$ cat config.mk
export PLATFORM = sky130hd
export DESIGN_NAME = tga_rle_pixel_decoder_top
export DESIGN_NICKNAME = d
export VERILOG_FILES = /design/src/hw/rtl/trd_pkg.sv /design/src/hw/rtl/trd_ctrl.sv /design/src/hw/rtl/trd_datapath.sv /design/src/hw/rtl/tga_rle_pixel_decoder_top.sv
export SDC_FILE = /design/constraint.sdc
export NUM_CORES = 1
export LEC_CHECK = 0
export BUFFER_PORTS_ARGS = -buffer_cell sky130_fd_sc_hd__buf_2
export CORE_ASPECT_RATIO = 0.8
export CORE_MARGIN = 8
export CORE_UTILIZATION = 30
export CTS_CLUSTER_SIZE = 40
export DETAILED_ROUTE_END_ITERATION = 12
export MAX_ROUTING_LAYER = met4
export PLACE_DENSITY = 0.44
export SLEW_MARGIN = 20
export SYNTH_ARGS = -nofsm -noshare
export SYNTH_HDL_FRONTEND = slang
export SYNTH_HIERARCHICAL = 1
export SYNTH_SLANG_ARGS = --single-unit
export TNS_END_PERCENT = 20
$ cat constraint.sdc
create_clock -name clk -period 5.6 [get_ports clk]
set_input_delay 0.56 -clock clk [delete_from_list [all_inputs] [get_ports clk]]
set_output_delay 0.56 -clock clk [all_outputs]
set_load 0.02 [all_outputs]
$ cat src/hw/rtl/trd_pkg.sv
// Types, constants and pixel helpers for the TGA RLE pixel decoder.
package trd_pkg;

	typedef enum logic {
		ST_IDLE,
		ST_EMIT
	} trd_state_t;

	localparam logic REG_DEPTH_MODE  = 1'b0;
	localparam logic REG_PIXEL_TOTAL = 1'b1;

	localparam logic [1:0] DEPTH_8  = 2'd0;
	localparam logic [1:0] DEPTH_16 = 2'd1;
	localparam logic [1:0] DEPTH_24 = 2'd2;
	localparam logic [1:0] DEPTH_32 = 2'd3;

	localparam logic [7:0] RUN_FLAG   = 8'h80;
	localparam logic [7:0] COUNT_MASK = 8'h7F;
	localparam logic [4:0] FIELD_MASK = 5'h1F;

	localparam int CFG_DATA_W = 24;

	typedef struct packed {
		logic take_byte;
		logic emit_step;
	} trd_cmd_t;

	typedef struct packed {
		logic pix_complete;
		logic last_result;
	} trd_status_t;

	function automatic logic [2:0] bytes_per_pixel(logic [1:0] mode);
		logic [2:0] n;
		case (mode)
			DEPTH_8:  n = 3'd1;
			DEPTH_16: n = 3'd2;
			DEPTH_24: n = 3'd3;
			default:  n = 3'd4;
		endcase
		return n;
	endfunction

	// In 16-bit mode, 5-5-5 expands to three bytes, each field shifted left by 3; other depths pass through.
	function automatic logic [31:0] convert_pixel(logic [1:0] mode, logic [31:0] raw);
		logic [31:0] p;
		if (mode == DEPTH_16) begin
			p = {8'h00,
				raw[14:10] & FIELD_MASK, 3'b000,
				raw[9:5] & FIELD_MASK, 3'b000,
				raw[4:0] & FIELD_MASK, 3'b000};
		end else begin
			p = raw;
		end
		return p;
	endfunction

endpackage

$ cat src/hw/rtl/trd_ctrl.sv
// Controller FSM for the TGA RLE pixel decoder: byte intake and result emission.
module trd_ctrl (
	input  logic                 clk,
	input  logic                 arst_n,
	input  logic                 in_valid,
	output logic                 in_ready,
	output logic                 out_valid,
	input  logic                 out_ready,
	input  trd_pkg::trd_status_t status,
	output trd_pkg::trd_cmd_t    ctl
);
	import trd_pkg::*;

	trd_state_t state_q, state_d;

	always_ff @(posedge clk or negedge arst_n) begin
		if (!arst_n) begin
			state_q <= ST_IDLE;
		end else begin
			state_q <= state_d;
		end
	end

	always_comb begin
		state_d       = state_q;
		in_ready      = 1'b0;
		out_valid     = 1'b0;
		ctl.take_byte = 1'b0;
		ctl.emit_step = 1'b0;
		case (state_q)
			ST_IDLE: begin
				in_ready      = 1'b1;
				ctl.take_byte = in_valid;
				if (in_valid && status.pix_complete) begin
					state_d = ST_EMIT;
				end
			end
			ST_EMIT: begin
				out_valid     = 1'b1;
				ctl.emit_step = out_ready;
				if (out_ready && status.last_result) begin
					state_d = ST_IDLE;
				end
			end
			default: begin
				state_d = ST_IDLE;
			end
		endcase
	end

endmodule

$ cat src/hw/rtl/trd_datapath.sv
// Datapath for the TGA RLE pixel decoder: config, packet state, pixel assembly, counts.
module trd_datapath #(
	parameter int PIXEL_COUNT_BITS = 24
) (
	input  logic                          clk,
	input  logic                          arst_n,
	input  logic                          cfg_we,
	input  logic                          cfg_addr,
	input  logic [trd_pkg::CFG_DATA_W-1:0] cfg_wdata,
	input  logic                          cmd,
	input  logic [7:0]                    byte_in,
	input  trd_pkg::trd_cmd_t             ctl,
	output trd_pkg::trd_status_t          status,
	output logic [31:0]                   pixel_a,
	output logic [31:0]                   pixel_b,
	output logic                          pair_valid,
	output logic                          run_last,
	output logic                          image_done
);
	import trd_pkg::*;

	localparam int CW = PIXEL_COUNT_BITS;
	localparam int LW = (CW > CFG_DATA_W) ? CW : CFG_DATA_W;

	logic [1:0]            depth_q;
	logic [CFG_DATA_W-1:0] total_q;
	logic                  expect_hdr_q;
	logic                  is_run_q;
	logic [7:0]            left_q;
	logic [1:0]            slot_q;
	logic [31:0]           hold_q;
	logic [CW-1:0]         written_q;
	logic                  complete_q;
	logic [31:0]           pix_q;
	logic [7:0]            remain_q;

	logic [LW-1:0] total_ext;
	logic [LW-1:0] max_ext;
	logic [CW-1:0] limit;
	logic [CW-1:0] room;
	logic          done_now;
	logic [31:0]   hold_next;
	logic [2:0]    slot_inc;
	logic          slot_full;
	logic [7:0]    emit_src;
	logic [7:0]    emit_cnt;
	logic [7:0]    left_next;
	logic          pair;
	logic [CW-1:0] written_next;

	// Effective total saturates at what the counter can hold.
	assign total_ext = LW'(total_q);
	assign max_ext   = LW'({CW{1'b1}});
	assign limit     = (total_ext > max_ext) ? CW'(max_ext) : CW'(total_ext);
	assign room      = limit - written_q;
	assign done_now  = complete_q || (written_q >= limit);

	assign hold_next = hold_q | ({24'h000000, byte_in} << {slot_q, 3'b000});
	assign slot_inc  = {1'b0, slot_q} + 3'd1;
	assign slot_full = (slot_inc >= bytes_per_pixel(depth_q));

	assign emit_src  = is_run_q ? left_q : 8'd1;
	assign emit_cnt  = (CW'(emit_src) > room) ? room[7:0] : emit_src;
	assign left_next = is_run_q ? 8'd0 : left_q - 8'd1;

	assign pair         = (remain_q >= 8'd2);
	assign written_next = written_q + (pair ? CW'(2) : CW'(1));

	assign status.pix_complete = !cmd && !done_now && !expect_hdr_q && slot_full;
	assign status.last_result  = (remain_q <= 8'd2);

	assign pixel_a    = pix_q;
	assign pixel_b    = pair ? pix_q : 32'h0;
	assign pair_valid = pair;
	assign run_last   = (remain_q <= 8'd2);
	assign image_done = (written_next >= limit);

	always_ff @(posedge clk or negedge arst_n) begin
		if (!arst_n) begin
			depth_q      <= DEPTH_24;
			total_q      <= '0;
			expect_hdr_q <= 1'b1;
			is_run_q     <= 1'b0;
			left_q       <= '0;
			slot_q       <= '0;
			hold_q       <= '0;
			written_q    <= '0;
			complete_q   <= 1'b0;
			remain_q     <= '0;
		end else begin
			if (cfg_we) begin
				case (cfg_addr)
					REG_DEPTH_MODE:  depth_q <= cfg_wdata[1:0];
					REG_PIXEL_TOTAL: total_q <= cfg_wdata;
					default: ;
				endcase
			end
			if (ctl.take_byte) begin
				if (cmd) begin
					expect_hdr_q <= 1'b1;
					is_run_q     <= 1'b0;
					left_q       <= '0;
					slot_q       <= '0;
					hold_q       <= '0;
					written_q    <= '0;
					complete_q   <= 1'b0;
				end else if (done_now) begin
					complete_q <= 1'b1;
				end else if (expect_hdr_q) begin
					is_run_q     <= ((byte_in & RUN_FLAG) != 8'h00);
					left_q       <= (byte_in & COUNT_MASK) + 8'd1;
					slot_q       <= '0;
					hold_q       <= '0;
					expect_hdr_q <= 1'b0;
				end else if (!slot_full) begin
					hold_q <= hold_next;
					slot_q <= slot_inc[1:0];
				end else begin
					slot_q       <= '0;
					hold_q       <= '0;
					remain_q     <= emit_cnt;
					left_q       <= left_next;
					expect_hdr_q <= (left_next == 8'd0);
				end
			end
			if (ctl.emit_step) begin
				written_q <= written_next;
				remain_q  <= remain_q - (pair ? 8'd2 : 8'd1);
				if (written_next >= limit) begin
					complete_q <= 1'b1;
				end
			end
		end
	end

	// Finished pixel is payload only.
	always_ff @(posedge clk) begin
		if (ctl.take_byte && status.pix_complete) begin
			pix_q <= convert_pixel(depth_q, hold_next);
		end
	end

endmodule

$ cat src/hw/rtl/tga_rle_pixel_decoder_top.sv
// Top level of the TGA run-length-encoded pixel decoder.
//
// Usage:
//   cfg_we/cfg_addr/cfg_wdata write depth_mode (index 0) and pixel_total
//   (index 1); write only while the block is idle.
//   Input channel (in_valid/in_ready) carries one encoded byte per transfer,
//   or a restart command (cmd = 1) that clears the stream state.
//   Output channel (out_valid/out_ready) carries up to two decoded pixels per
//   transfer, with run_last on the last result of a byte and image_done on
//   the result that reaches the pixel total.
// Byte handling:
//   Header bytes, partial pixel bytes, restarts and ignored bytes give no
//   result and leave the block ready for the next byte. A byte that completes
//   a pixel moves the controller into its emission state for ceil(n/2)
//   output transfers, n being the pixels it yields (1 for a literal, up to
//   128 for a run). in_ready is low during that drain, so no new byte is
//   taken until the last result of the byte has been accepted.
// Reset: arst_n clears stream state at once; depth_mode goes to 24-bit and
//   pixel_total to 0, so the first stream byte after reset marks done.
// Stall: while out_ready is low the current result holds and no byte is taken.
// After the pixel total is reached, stream bytes are absorbed until restart.
module tga_rle_pixel_decoder_top #(
	parameter int PIXEL_COUNT_BITS = 24
) (
	input  logic                           clk,
	input  logic                           arst_n,
	input  logic                           cfg_we,
	input  logic                           cfg_addr,
	input  logic [trd_pkg::CFG_DATA_W-1:0] cfg_wdata,
	input  logic                           in_valid,
	output logic                           in_ready,
	input  logic                           cmd,
	input  logic [7:0]                     byte_in,
	output logic                           out_valid,
	input  logic                           out_ready,
	output logic [31:0]                    pixel_a,
	output logic [31:0]                    pixel_b,
	output logic                           pair_valid,
	output logic                           run_last,
	output logic                           image_done
);
	import trd_pkg::*;

	trd_cmd_t    ctl;
	trd_status_t status;

	// Controller: owns both handshakes, issues byte-take and emit-step commands.
	trd_ctrl u_ctrl (
		.clk       (clk),
		.arst_n    (arst_n),
		.in_valid  (in_valid),
		.in_ready  (in_ready),
		.out_valid (out_valid),
		.out_ready (out_ready),
		.status    (status),
		.ctl       (ctl)
	);

	// Datapath: config registers, packet parser, pixel assembly and counters.
	trd_datapath #(
		.PIXEL_COUNT_BITS (PIXEL_COUNT_BITS)
	) u_dp (
		.clk        (clk),
		.arst_n     (arst_n),
		.cfg_we     (cfg_we),
		.cfg_addr   (cfg_addr),
		.cfg_wdata  (cfg_wdata),
		.cmd        (cmd),
		.byte_in    (byte_in),
		.ctl        (ctl),
		.status     (status),
		.pixel_a    (pixel_a),
		.pixel_b    (pixel_b),
		.pair_valid (pair_valid),
		.run_last   (run_last),
		.image_done (image_done)
	);

endmodule

; ---- Word level (Yosys, flattened, before mapping)
; Index checks and enable logic that the tools add are counted.
[classes]
addsub = 6
n_mul = 0
div_mod_pow = 0
order_cmp = 7
n_eq_ne = 6
n_shift = 1
mux = 49
n_bitwise = 3
reduce_logical = 24
[op_table]
columns = operator, n
row1 = $mux W32, 5
row2 = $mux W24, 5
row3 = $mux W8, 13
row4 = $ge A24 B24 Y1, 2
row5 = $or A32 B32 Y32, 1
row6 = $shl A8 B5 Y32, 1
row7 = $add A24 B24 Y24, 1
row8 = $gt A24 B24 Y1 const B, 1
row9 = $gt A8 B24 Y1, 1
row10 = $sub A24 B24 Y24, 1
row11 = $mux W1, 18
row12 = $mux W2, 6
row13 = $pmux W3 S3, 1
row14 = $add A7 B1 Y8 const B, 1
row15 = $ge A8 B2 Y1 const B, 1
row16 = $le A8 B2 Y1 const B, 1
row17 = $logic_not A8 Y1, 1
row18 = $reduce_and A2 Y1, 4
row19 = $reduce_bool A2 Y1, 4
row20 = $sub A8 B1 Y8 const B, 1
row21 = $sub A8 B8 Y8, 1
row22 = $logic_and A1 B1 Y1, 6
row23 = $ne A2 B2 Y1 const B, 3
row24 = $reduce_and A3 Y1, 2
row25 = other kinds (12), 15
[totals]
register_bits = 136
latch_bits = 0
ram_bits = 0
romBits = 0
out_inout_bits = 69
mem_count = 0

; ---- Depth between registers and ports, before layout
; Gate-level depths: netlist of run 1.
[depth]
ltp_word = 11
depth_mapped = 24
depth_no_buf = 21

; ---- By module
; Netlist of run 1, hierarchy kept.
[modules_own_cells]
columns = module, n_inst, cells_each, area_each_um2, seq_area_each_um2
row1 = trd_datapath, 1, 1053, 9334.0, 3540.9
row2 = trd_ctrl, 1, 6, 56.3, 25.0

; ---- Least setup slack after synthesis of run 1
; No wires, ideal clock.
[synth_path]
path_kind = register to output
from = reg u_dp.remain_q[4]
to = out image_done
arrival_time_ns = 5.043
path_slack_ns = -0.003
path_stages_with_launch = 25
n_path_buf = 3
cell_sequence = dfrtp_1 -> nor2_1 -> nand2_1 -> or3_1 -> nor2_1 -> clkbuf_1 -> ha_1 -> inv_1 -> fa_1 -> and3b_1 -> and3_1 -> and3_1 -> clkbuf_1 -> and3_1 -> clkbuf_1 -> xnor2_1 -> ha_1 -> nand4_1 -> a211oi_1 -> o31ai_1 -> nand2_1 -> a31oi_1 -> a21oi_1 -> nor2b_1 -> o21ai_0
[synth_via]
elab_chain_cells = 4
[synth_lines]
columns = item, line
row1 = "start, declared", trd_datapath.sv:35  ; logic [7:0] remain_q;
row2 = "start signal, assigned", trd_datapath.sv:121  ; remain_q <= emit_cnt;
row3 = "start signal, assigned", trd_datapath.sv:128  ; remain_q <= remain_q - (pair ? 8'd2 : 8'd1);
row4 = $ge A8 B2 Y1, trd_datapath.sv:66  ; assign pair = (remain_q >= 8'd2);
row5 = $mux W2, trd_datapath.sv:67  ; assign written_next = written_q + (pair ? CW'(2) : CW'(1));
row6 = $add A24 B24 Y24, trd_datapath.sv:67
row7 = $ge A24 B24 Y1, trd_datapath.sv:76  ; assign image_done = (written_next >= limit);
row8 = "end, declared", tga_rle_pixel_decoder_top.sv:40  ; output logic image_done
; No other way between the ends.

; ---- Worst setup path after layout of run 1
; Ends and elaborated chain as after synthesis.

==> flow_metrics.py, run 1 <==
metrics = {
    "sta": {
        "grt_setup_unrepaired": "no",
        "worst_slack_ns": 0.2897,
        "tightestPinTransition_ns": 1.036,
        "fin_setup_tns_ns": 0,
        "final_hold_viols": 0,
        "maxClockFrequency_ghz": 0.1883,
        "finalWorstPathRequiredPeriod_ns": 5.310,
        "setup_viol": 0,
        "slew-limit-headroom_pct": 30.65,
        "final.hold.worst_slack_ns": 0.2562,
        "final.setup_skew_ns": 0.009235,
        "post-route-period-util_pct": 94.83,
        "timing_max_transition_violations_final": 0,
    },
    "cts": {
        "cts_tree": "yes",
        "cts_htree_levels": 4,
        "clock_tree.root_cell": "sky130_fd_sc_hd__clkbuf_16",
        "cts_num_sinks": 136,
        "cts.path.max_buffers": 2,
        "clk_transition_reported_paths_ns": 0.06,
        "worst_skew_pair.late_latency_ns": 0.43,
        "cts-buffers-inserted": 17,
    },
    "floorplanning": {
        "initial_standard_cell_utilization_of_the_core_pct": 30.16,
        "boundaryPins": 108,
        "fp.dieArea_mm2": 0.03725,
        "rows": 58,
        "die_height_um": 174.2,
        "die_w_um": 213.8,
        "floorplan.core_area_mm2": 0.03113,
    },
    "worst_setup_path": {
        "critical-path-slowest-cell": "sky130_fd_sc_hd__dfrtp_1",
        "critical_path.cell_chain": "nor2_2 -> nand2_1 -> or3_4 -> nor2_4 -> ha_2 -> inv_1 -> fa_2 -> and3b_2 -> and3_4 -> and3_4 -> buf_4 -> nand3_1 -> xnor2_2 -> ha_1 -> nand4_1 -> a211oi_2 -> o31ai_1 -> nand2_1 -> a31oi_1 -> a21oi_4 -> nor2b_1 -> o21ai_1 -> buf_4",
        "endpoint_kind": "primary output",
        "cpPeakStageDelay_ns": 0.43,
        "crit_required_ns": 5.04,
        "worst-path-max-fanout": 5,
        "arrival_time_worst_endpoint_ns": 4.75,
        "critical_path.startpoint_type": "flop",
        "critPathKind": "flop to primary output",
    },
    "placed_design": {
        "gp_congestion": 0.9026,
        "numPortBuffers": 107,
        "dp_worst_setup_slack_ns": 0.3614,
        "place.detailed.instances": 1536,
        "detailedPlacementHpwl_mm": 20.83,
    },
    "finish": {
        "num-fill-cells": 3255,
        "area.growth.synth_to_final_pct": 17.26,
        "share_of_final_layout_standard_cells_stronger_than_drive_strength_1_pct": 19.79,
        "finalNetCount": 1254,
        "multiInputGateArea_mm2": 0.005341,
        "layout.cells.non_filler": 1577,
        "antenna_cells_inserted": 0,
        "sequential_cell_area_mm2": 0.003566,
    },
    "pwr": {
        "p_leak_nw": 4.884,
        "ir_drop_mv": 0.2420,
        "power.density_cell_area_mw_per_mm2": 351.3,
    },
    "detailed_routing": {
        "via_count": 7974,
        "wirelength_mm": 28.11,
        "detailedRoute.firstPassIterationCount": 5,
        "route.detailed.vias_per_inst": 5.056,
        "detail_route.wl_per_cell_um": 17.83,
        "drc_violations_left": 0,
        "ant_nets": 0,
        "drt_iter0_markers": 594,
    },
    "synthesis": {
        "net_count_of_the_mapped_netlist": 1169,
        "synthFlopType": "sky130_fd_sc_hd__dfrtp_1",
        "synthesis.area_mm2": 0.009390,
        "postSynthCellCount": 1059,
        "asyncSetResetFlopFracSynth_pct": 76.47,
        "postSynthRegisterBits": 136,
        "post_synth_num_cell_types": 75,
        "synth.avg_cell_area_um2": 8.867,
        "ys_seq_area_share_pct": 37.97,
        "synth_edf_count": 32,
        "warnings_from_yosys": 6,
    },
    "global_routing": {
        "maximum_number_of_pins_on_one_net_before_global_route_repair": 68,
        "first_pass_grt_wire_length_mm": 45.37,
        "global_route.usage.total_pct": 15.79,
        "initial_antenna_violation_count": 0,
        "globalRouteOverflowTotal": 0,
        "first_global_vias": 7799,
    },
    "run_status": {
        "status": "complete, no violations",
    },
    "flow_run": {
        "max_cap_viols": 0,
    },
    "hold_path": {
        "hp-class": "input pin to async pin",
    },
}
-- worst max-delay path, delay by kind of cell, from the launching register on --
kind	cells	cell delay (ns)
simple gates	11	1.77
fa+ha+maj	3	0.85
compound gates	5	0.77
flops	1	0.43
buf+inv	3	0.33
xor+xnor	1	0.16
-- registers in the layout, summed over array words and instances (netlist names) --
| name | flops |
|---|---|
| u_dp/hold_q | 32 |
| u_dp/pixel_a | 32 |
| u_dp/total_ext | 24 |
| u_dp/written_q | 24 |
| u_dp/left_q | 8 |
| u_dp/remain_q | 8 |
| u_dp/depth_q | 2 |
| u_dp/slot_q | 2 |
| u_ctrl/state_q | 1 |
| u_dp/complete_q | 1 |
| u_dp/expect_hdr_q | 1 |
| u_dp/is_run_q | 1 |
-- logic make-up (layout without fill, tap and decap cells) --
| logic type | count (synthesis) | after routing | share of synthesized area [%] |
|---|---|---|---|
| simple gates | 334 | 334 | 17.60 |
| fa+ha+maj | 71 | 71 | 9.700 |
| xor+xnor | 44 | 44 | 4.104 |
| mux | 35 | 35 | 4.051 |
| compound gates | 295 | 295 | 20.44 |
| flops | 136 | 136 | 37.97 |
| buf+inv | 144 | 242 | 6.129 |
-- placed cells by master (no fill, tap or decap), types with 5 or more instances in the layout --
cell	instances
sky130_fd_sc_hd__buf_2	105
sky130_fd_sc_hd__dfrtp_1	102
sky130_fd_sc_hd__nor2_1	90
sky130_fd_sc_hd__a21oi_1	81
sky130_fd_sc_hd__inv_1	79
sky130_fd_sc_hd__nand2_1	74
sky130_fd_sc_hd__ha_1	67
sky130_fd_sc_hd__o21ai_0	56
sky130_fd_sc_hd__nor2b_1	44
sky130_fd_sc_hd__a31oi_1	40
sky130_fd_sc_hd__xnor2_1	33
sky130_fd_sc_hd__edfxtp_1	32
sky130_fd_sc_hd__buf_4	24
sky130_fd_sc_hd__mux2_2	24
sky130_fd_sc_hd__nand3_1	23
sky130_fd_sc_hd__a21o_1	22
sky130_fd_sc_hd__nor3_1	21
sky130_fd_sc_hd__clkbuf_16	17
sky130_fd_sc_hd__nand4_1	15
sky130_fd_sc_hd__nand2b_1	13
sky130_fd_sc_hd__o31ai_1	13
sky130_fd_sc_hd__mux2i_1	11
sky130_fd_sc_hd__xor2_1	10
sky130_fd_sc_hd__a211oi_1	10
sky130_fd_sc_hd__a22o_1	10
sky130_fd_sc_hd__or3_1	8
sky130_fd_sc_hd__o22ai_1	6
sky130_fd_sc_hd__a41o_2	6
sky130_fd_sc_hd__o211ai_1	5
sky130_fd_sc_hd__and2_1	5
-- cell type report --
cell class | count | area share (%)
Inverter | 80 | 2.727
Clock buffer | 19 | 4.023
Tap cell | 420 | 4.773
Clock inverter | 13 | 1.068
Timing Repair Buffer | 130 | 6.511
Sequential cell | 136 | 32.39
Multi-Input combinational cell | 779 | 48.51
-- metal layers --
| layer | up-vias | track usage [%] | wire length, um |
|---|---|---|---|
| met5 | - | - | 0 |
| met4 | 0 | 3.223 | 184 |
| li1 | 3951 | - | - |
| met3 | 9 | 2.970 | 1229 |
| met1 | 3844 | 24.60 | 15320 |
| met2 | 170 | 20.46 | 11380 |
-- cells in the mapped netlist, types with 22 or more instances --
cell type | n | area (um^2)
sky130_fd_sc_hd__dfrtp_1 | 102 | 2552
sky130_fd_sc_hd__clkbuf_1 | 40 | 150.1
sky130_fd_sc_hd__mux2_2 | 24 | 270.3
sky130_fd_sc_hd__o21ai_0 | 57 | 285.3
sky130_fd_sc_hd__a21o_1 | 22 | 165.2
sky130_fd_sc_hd__nor2b_1 | 44 | 275.3
sky130_fd_sc_hd__nand3_1 | 24 | 120.1
sky130_fd_sc_hd__a21oi_1 | 84 | 420.4
sky130_fd_sc_hd__a31oi_1 | 40 | 250.2
sky130_fd_sc_hd__ha_1 | 68 | 850.8
sky130_fd_sc_hd__edfxtp_1 | 32 | 960.9
sky130_fd_sc_hd__xnor2_1 | 34 | 297.8
sky130_fd_sc_hd__inv_1 | 79 | 296.5
sky130_fd_sc_hd__nand2_1 | 74 | 277.8
sky130_fd_sc_hd__nor3_1 | 22 | 110.1
sky130_fd_sc_hd__nor2_1 | 94 | 352.8
-- worst paths after layout --
path | slack (ns) | from | depth (start not counted) | end
worst max register to register | 0.87 | u_dp/written_q[4] | 16 | u_dp/remain_q[0]
worst min register to register | 0.50 | u_dp/hold_q[27] | 2 | u_dp/hold_q[27]
max in group asynchronous | 4.23 | arst_n | 2 | u_dp/expect_hdr_q
worst max-delay path | 0.29 | u_dp/remain_q[4] | 23 | image_done
min in group clk | 0.33 | out_ready | 2 | u_ctrl/state_q
worst min-delay path | 0.26 | arst_n | 1 | u_dp/total_ext[12]
-- per-stage QoR --
step           area [um^2]  util (%)  power [mW]
2_1_floorplan         9390         -       2.367
3_3_place_gp         10300     33.08       2.785
3_5_place_dp         10300     33.08       2.781
4_1_cts              10870     34.92       3.901
5_1_grt              11010     35.37       4.154
6_report             11010     35.37       3.868
-- repair_timing --
| action | CTS | global route |
|---|---|---|
| hold buffers | 0 | 0 |
| setup buffers | 0 | 9 |
| pin swaps | 0 | 8 |
| gates resized for setup | 3 | 18 |
| endpoints found under the setup margin | 1 | 1 |
-- power breakdown --
group | switching, mW | internal [mW]
Clock | 0.468 | 0.625
Sequential | 0.177 | 1.17
Combinational | 0.870 | 0.562
Total | 1.51 | 2.35
Power figures use the tool's default switching activity.
==> run 2, diff against run 1 <==
--- a/config.mk
+++ b/config.mk
@@ -5,6 +5,7 @@
 export SDC_FILE = /design/constraint.sdc
 export NUM_CORES = 1
 export LEC_CHECK = 0
+export ABC_AREA = 1
 export BUFFER_PORTS_ARGS = -buffer_cell sky130_fd_sc_hd__buf_2
 export CORE_ASPECT_RATIO = 0.8
 export CORE_MARGIN = 8
==> flow_metrics.py, run 2 <==
metrics = {
    "sta": {
        "setup_viol": 0,
        "slew-limit-headroom_pct": 34.52,
        "fin_setup_tns_ns": 0,
        "timing_max_transition_violations_final": 0,
        "post-route-period-util_pct": 93.05,
        "tightestPinTransition_ns": 0.9811,
        "final.setup_skew_ns": 0.01369,
        "finalWorstPathRequiredPeriod_ns": 5.211,
        "maxClockFrequency_ghz": 0.1919,
        "final_hold_viols": 0,
    },
    "pwr": {
        "combPwrFrac_pct": 40.2,
        "report.power.total_mw": 4.319,
        "p_leak_nw": 6.035,
        "power.density_cell_area_mw_per_mm2": 368.1,
        "power.internal_mw": 2.512,
        "ir_drop_mv": 0.1868,
        "pwr-share-clk_pct": 28.7,
        "pwr-share-seq_pct": 31.0,
        "p_sw_share_pct": 41.83,
        "total_switching_power_mw": 1.807,
    },
    "worst_setup_path": {
        "arrival_time_worst_endpoint_ns": 4.65,
        "cpPeakStageDelay_ns": 0.41,
        "r2r_cells": 23,
        "critical_path.startpoint_type": "flop",
        "timing.critical_path.from": "u_dp/remain_q[6]",
        "cp_common_cell": "sky130_fd_sc_hd__inv_1",
        "worst-path-max-fanout": 5,
        "crit_required_ns": 5.04,
        "r2r_start": "u_dp/remain_q[6]",
        "critPathKind": "flop to primary output",
        "endpoint_kind": "primary output",
        "reg2reg_to": "u_dp/complete_q",
        "critical-path-slowest-cell": "sky130_fd_sc_hd__dfrtp_1",
        "timing.reg2reg.setup_slack_ns": 1.34,
        "critical_path.cell_chain": "nor2_1 -> nand3_1 -> nor3_4 -> buf_12 -> ha_1 -> inv_1 -> fa_1 -> inv_1 -> nand4_1 -> nor2_2 -> inv_1 -> nor4_4 -> nand2_1 -> nor3_2 -> xor2_1 -> inv_1 -> ha_1 -> nand3_1 -> nor3_2 -> nand4_1 -> nand4_1 -> buf_2",
    },
    "cts": {
        "cts.path.max_buffers": 2,
        "worst_skew_pair.late_latency_ns": 0.43,
        "cts_num_sinks": 136,
        "clock_tree.root_cell": "sky130_fd_sc_hd__clkbuf_16",
        "ctsHoldBuffers": 0,
        "cts-buffers-inserted": 17,
        "cts_tree": "yes",
        "clk_transition_reported_paths_ns": 0.07,
        "cts_htree_levels": 4,
    },
    "global_routing": {
        "initial_antenna_violation_count": 0,
        "maximum_number_of_pins_on_one_net_before_global_route_repair": 64,
        "first_pass_grt_wire_length_mm": 50.49,
        "first_global_vias": 8912,
        "global_route.usage.total_pct": 16.25,
        "globalRouteOverflowTotal": 0,
    },
    "finish": {
        "layout.cells.non_filler": 1963,
        "share_of_final_layout_standard_cells_stronger_than_drive_strength_1_pct": 13.93,
        "mostFrequentLayoutCell": "sky130_fd_sc_hd__nand2_1",
        "finalNetCount": 1626,
        "area.growth.synth_to_final_pct": 16.42,
        "antenna_cells_inserted": 0,
        "num-fill-cells": 3602,
        "post-route-util_pct": 35.21,
        "most-common-layout-cells": "sky130_fd_sc_hd__nand2_1 (315), sky130_fd_sc_hd__inv_1 (283), sky130_fd_sc_hd__nor2_1 (151), sky130_fd_sc_hd__buf_2 (106), sky130_fd_sc_hd__dfrtp_1 (102)",
    },
    "floorplanning": {
        "floorplan.core_area_mm2": 0.03333,
        "fp.dieArea_mm2": 0.03976,
        "boundaryPins": 108,
        "rows": 60,
        "initial_standard_cell_utilization_of_the_core_pct": 30.24,
        "die_height_um": 180.0,
        "die_w_um": 220.9,
    },
    "detailed_routing": {
        "drc_violations_left": 0,
        "drt_iter0_markers": 538,
        "ant_nets": 0,
        "route.detailed.vias_per_inst": 4.637,
        "detail_route.wl_per_cell_um": 15.95,
        "wirelength_mm": 31.31,
        "detailedRoute.firstPassIterationCount": 5,
        "via_count": 9103,
    },
    "synthesis": {
        "synth_compound_area_share_pct": 12.29,
        "warnings_from_yosys": 6,
        "post_synth_and_or_nand_nor_area_fraction_pct": 28.24,
        "synthFlopType": "sky130_fd_sc_hd__dfrtp_1",
        "net_count_of_the_mapped_netlist": 1527,
        "ys_seq_area_share_pct": 35.38,
        "postSynthCellCount": 1417,
        "cell_type_with_the_highest_aggregate_area_in_the_netlist": "sky130_fd_sc_hd__dfrtp_1",
        "synth.avg_cell_area_um2": 7.113,
        "synth_top_family_by_area": "simple AND/OR/NAND/NOR gates",
        "post_synth_top_area_share_pct": 25.32,
        "post_synth_mux_area_share_pct": 0.09930,
        "asyncSetResetFlopFracSynth_pct": 76.47,
        "synthesis.area_mm2": 0.01008,
        "post_synth_num_cell_types": 55,
        "synth_fa_ha_area_share_pct": 9.037,
        "post_synth_main_area_contributors": "sky130_fd_sc_hd__dfrtp_1 (25%), sky130_fd_sc_hd__nand2_1 (12%), sky130_fd_sc_hd__inv_1 (11%), sky130_fd_sc_hd__edfxtp_1 (9.5%), sky130_fd_sc_hd__ha_1 (8.4%)",
        "synthXorXnorAreaFrac_pct": 2.085,
        "synth_edf_count": 32,
        "post_synth_most_frequent_cells": "sky130_fd_sc_hd__nand2_1 (315), sky130_fd_sc_hd__inv_1 (283), sky130_fd_sc_hd__nor2_1 (152), sky130_fd_sc_hd__dfrtp_1 (102)",
        "synth.most_common_cell": "sky130_fd_sc_hd__nand2_1",
        "postSynthRegisterBits": 136,
    },
    "placed_design": {
        "numPortBuffers": 107,
        "detailedPlacementHpwl_mm": 24.52,
        "place.detailed.instances": 1930,
        "gp_congestion": 0.8360,
    },
    "hold_path": {
        "hp-class": "input pin to async pin",
    },
    "flow_run": {
        "max_cap_viols": 0,
    },
    "run_status": {
        "status": "complete, no violations",
    },
}
-- run 2: worst max path at each step --
stage,cells past startpoint,end
4_1_cts,21,image_done
3_5_place_dp,24,image_done
5_1_grt,22,image_done
6_report,22,image_done
2_1_floorplan,21,image_done
3_3_place_gp,21,image_done
-- run 2: power by group through the flow --
stage	combinational [mW]	clock (mW)	sequential, mW
2_1_floorplan	1.26	0	1.32
3_3_place_gp	1.72	0	1.35
3_5_place_dp	1.73	0	1.36
4_1_cts	1.74	1.27	1.34
5_1_grt	1.98	1.32	1.36
6_report	1.74	1.24	1.34
-- run 2: stage by stage --
stage	setup WS, ns	hold slack [ns]	cell area [um^2]
after floorplan	0.6568	0.2644	10080
after global placement	0.4615	0.4933	11040
after detailed placement	0.3865	0.4990	11040
after CTS	0.002772	0.1465	11690
after global routing	-0.004200	0.1725	11740
final	0.3890	0.1322	11740
-- run 2: repair_timing --
action / 4_1_cts / 5_1_grt
gates resized for setup: 2 / 6
cloned: 0 / 0
hold endpoints to repair: 0 / 0
buffers inserted: 0 / 1
endpoints found under the setup margin: 1 / 1
pin swaps: 0 / 1
-- run 2: critical path, delay by kind of cell, from the launching register on --
| kind | cells | cell delay [ns] |
|---|---|---|
| flip-flops | 1 | 0.41 |
| XOR/XNOR | 1 | 0.20 |
| buffers and inverters | 6 | 0.61 |
| adder cells (fa/ha/maj) | 3 | 0.83 |
| AND/OR/NAND/NOR | 12 | 2.15 |
-- run 2: layout make-up --
type	count	area, um^2	share of cell area (%)
clock buffers	21	470.5	4.009
well taps	434	543.0	4.627
multi-input cells	950	5244	44.68
repair buffers	117	638.1	5.438
flip-flops and latches	136	3566	30.39
clock inverters	11	167.7	1.429
inverters	294	1106	9.425
-- run 2: cells by family (layout without fill, tap and decap cells) --
group,Yosys count,after routing
flops,136,136
simple gates,638,638
compound gates,216,216
buf+inv,331,443
mux,1,1
fa+ha+maj,71,71
xor+xnor,24,24
-- run 2: layer usage --
layer  routed length, um  global-route usage, %  up-vias  part of all wire, %
met3                1146                  2.440       10                  3.7
met5                   0                      -        -                    0
li1                    -                      -     4735                    -
met4                 211                  3.305        0                 0.67
met1               17880                  25.03     4184                   57
met2               12080                  21.78      174                   39
==> run 3, diff against run 2 <==
--- a/config.mk
+++ b/config.mk
@@ -14,6 +14,7 @@
 export DETAILED_ROUTE_END_ITERATION = 12
 export MAX_ROUTING_LAYER = met4
 export PLACE_DENSITY = 0.44
+export REMOVE_ABC_BUFFERS = 1
 export SLEW_MARGIN = 20
 export SYNTH_ARGS = -nofsm -noshare
 export SYNTH_HDL_FRONTEND = slang
==> flow_metrics.py, run 3 (same netlist as run 2, synthesis figures left out) <==
metrics = {
    "cts": {
        "clock_tree.root_cell": "sky130_fd_sc_hd__clkbuf_16",
        "cts_num_sinks": 136,
        "cts-buffers-inserted": 17,
        "cts.path.max_buffers": 2,
        "worst_skew_pair.late_latency_ns": 0.44,
        "cts_htree_levels": 4,
        "clk_transition_reported_paths_ns": 0.07,
        "ctsHoldBuffers": 0,
        "cts_tree": "yes",
    },
    "worst_setup_path": {
        "timing.critical_path.buf_inv": 6,
        "cpPeakStageDelay_ns": 0.41,
        "crit_required_ns": 5.04,
        "critical_path.startpoint_type": "flop",
        "endpoint_kind": "primary output",
        "arrival_time_worst_endpoint_ns": 4.58,
        "critical_path.top_delay_family": "simple AND/OR/NAND/NOR gates",
        "cp_common_cell": "sky130_fd_sc_hd__nand2_1",
        "critPathKind": "flop to primary output",
        "worst-path-max-fanout": 19,
        "critical-path-slowest-cell": "sky130_fd_sc_hd__dfrtp_1",
    },
    "flow_run": {
        "max_cap_viols": 0,
    },
    "placed_design": {
        "gp_congestion": 0.8498,
        "dp_worst_setup_slack_ns": 0.4274,
        "numPortBuffers": 107,
        "detailedPlacementHpwl_mm": 24.56,
    },
    "finish": {
        "sequential_cell_area_mm2": 0.003566,
        "mostFrequentLayoutCell": "sky130_fd_sc_hd__nand2_1",
        "num-fill-cells": 3625,
        "finalNetCount": 1628,
        "most-common-layout-cells": "sky130_fd_sc_hd__nand2_1 (315), sky130_fd_sc_hd__inv_1 (283), sky130_fd_sc_hd__nor2_1 (151), sky130_fd_sc_hd__buf_2 (106), sky130_fd_sc_hd__dfrtp_1 (102)",
        "area.growth.synth_to_final_pct": 16.88,
        "antenna_cells_inserted": 0,
        "multiInputGateArea_mm2": 0.005244,
        "share_of_final_layout_standard_cells_stronger_than_drive_strength_1_pct": 14.11,
    },
    "detailed_routing": {
        "drt_met1_wl_mm": 17.68,
        "ant_nets": 0,
        "detailedRoute.firstPassIterationCount": 5,
        "wirelength_mm": 31.90,
        "wl_met2_mm": 12.87,
        "detail_route.wl_per_cell_um": 16.24,
        "route.detailed.vias_per_inst": 4.654,
        "via_count": 9145,
        "drt_iter0_markers": 686,
        "drc_violations_left": 0,
        "wl_met3_mm": 1.177,
        "highest_layer": "met4",
    },
    "sta": {
        "final_hold_viols": 0,
        "slew-limit-headroom_pct": 28.35,
        "final.hold.worst_slack_ns": 0.2056,
        "post-route-period-util_pct": 91.74,
        "setup_viol": 0,
        "finalWorstPathRequiredPeriod_ns": 5.137,
        "grt_setup_unrepaired": "no",
        "worst_slack_ns": 0.4625,
        "tightestPinTransition_ns": 1.074,
        "timing_max_transition_violations_final": 0,
        "final.setup_skew_ns": 0.02572,
        "maxClockFrequency_ghz": 0.1946,
    },
    "pwr": {
        "ir_drop_mv": 0.2133,
        "pwr-share-seq_pct": 30.9,
        "power.internal_mw": 2.540,
        "total_switching_power_mw": 1.822,
        "p_sw_share_pct": 41.77,
        "pwr-share-clk_pct": 29.4,
        "power.density_cell_area_mw_per_mm2": 370.2,
        "combPwrFrac_pct": 39.7,
        "p_leak_nw": 6.057,
    },
    "floorplanning": {
        "boundaryPins": 108,
        "fp.dieArea_mm2": 0.03976,
        "initial_standard_cell_utilization_of_the_core_pct": 30.24,
        "floorplan.core_area_mm2": 0.03333,
        "rows": 60,
        "die_w_um": 220.9,
        "die_height_um": 180.0,
    },
    "global_routing": {
        "first_pass_grt_wire_length_mm": 51.67,
        "maximum_number_of_pins_on_one_net_before_global_route_repair": 65,
        "first_global_vias": 9071,
        "globalRouteOverflowTotal": 0,
        "initial_antenna_violation_count": 0,
        "global_route.usage.total_pct": 16.56,
    },
    "hold_path": {
        "hp-class": "input pin to async pin",
    },
    "run_status": {
        "status": "complete, no violations",
    },
}
[run 3: worst register-to-register path: cells and delay by family, from the launching register on]
kind / cells / cell delay (ns)
fa+ha+maj: 2 / 0.57
compound gates: 1 / 0.06
xor+xnor: 1 / 0.17
flops: 1 / 0.41
simple gates: 17 / 2.29
buf+inv: 5 / 0.62
[run 3: final cells by class]
class	count	share of cell area [%]
multi-input combinational	950	44.51
sequential	136	30.27
inverter	294	9.388
timing repair buffer	119	5.586
tap	434	4.609
clock buffer	24	4.545
clock inverter	8	1.094
[run 3: through the flow]
stage | power [mW] | area (um^2) | utilization, % | instances | setup TNS (ns)
2_1_floorplan | 2.513 | 9888 | - | 1380 | -1.316
3_3_place_gp | 3.067 | 11030 | 33.10 | 1929 | 0
3_5_place_dp | 3.072 | 11030 | 33.10 | 1929 | 0
4_1_cts | 4.387 | 11710 | 35.14 | 1961 | 0
5_1_grt | 4.707 | 11780 | 35.35 | 1965 | 0
6_report | 4.362 | 11780 | 35.35 | 1965 | 0
[run 3: timing repair]
| item | CTS | global route |
|---|---|---|
| pin swaps | 0 | 2 |
| resized for setup | 2 | 6 |
| cloned | 0 | 1 |
| setup endpoints to repair | 1 | 1 |
| buffers inserted | 0 | 3 |
[run 3: path summary, 6_finish.rpt]
path                                  start            endpoint  slack [ns]  cells past startpoint
hold reg to reg             u_dp/depth_q[1]     u_dp/depth_q[1]        0.51                      2
max in group asynchronous            arst_n     u_dp/depth_q[1]        4.30                      2
setup reg to reg           u_dp/remain_q[6]     u_dp/complete_q        1.44                     26
min in group clk              cfg_wdata[11]  u_dp/total_ext[11]        0.36                      3
setup / recovery           u_dp/remain_q[6]          image_done        0.46                     25
hold / removal                       arst_n  u_dp/written_q[17]        0.21                      1
[run 3: power groups by stage]
stage / sequential, mW / clock (mW) / combinational, mW
4_1_cts: 1.34 / 1.32 / 1.72
5_1_grt: 1.37 / 1.35 / 1.98
6_report: 1.35 / 1.28 / 1.73
3_5_place_dp: 1.36 / 0 / 1.71
2_1_floorplan: 1.33 / 0 / 1.18
3_3_place_gp: 1.36 / 0 / 1.71
[run 3: routing by layer]
layer,up-vias,global-route usage (%)
met4,0,2.985
met2,161,23.02
met3,9,2.716
met5,-,-
met1,4246,24.88
li1,4729,-
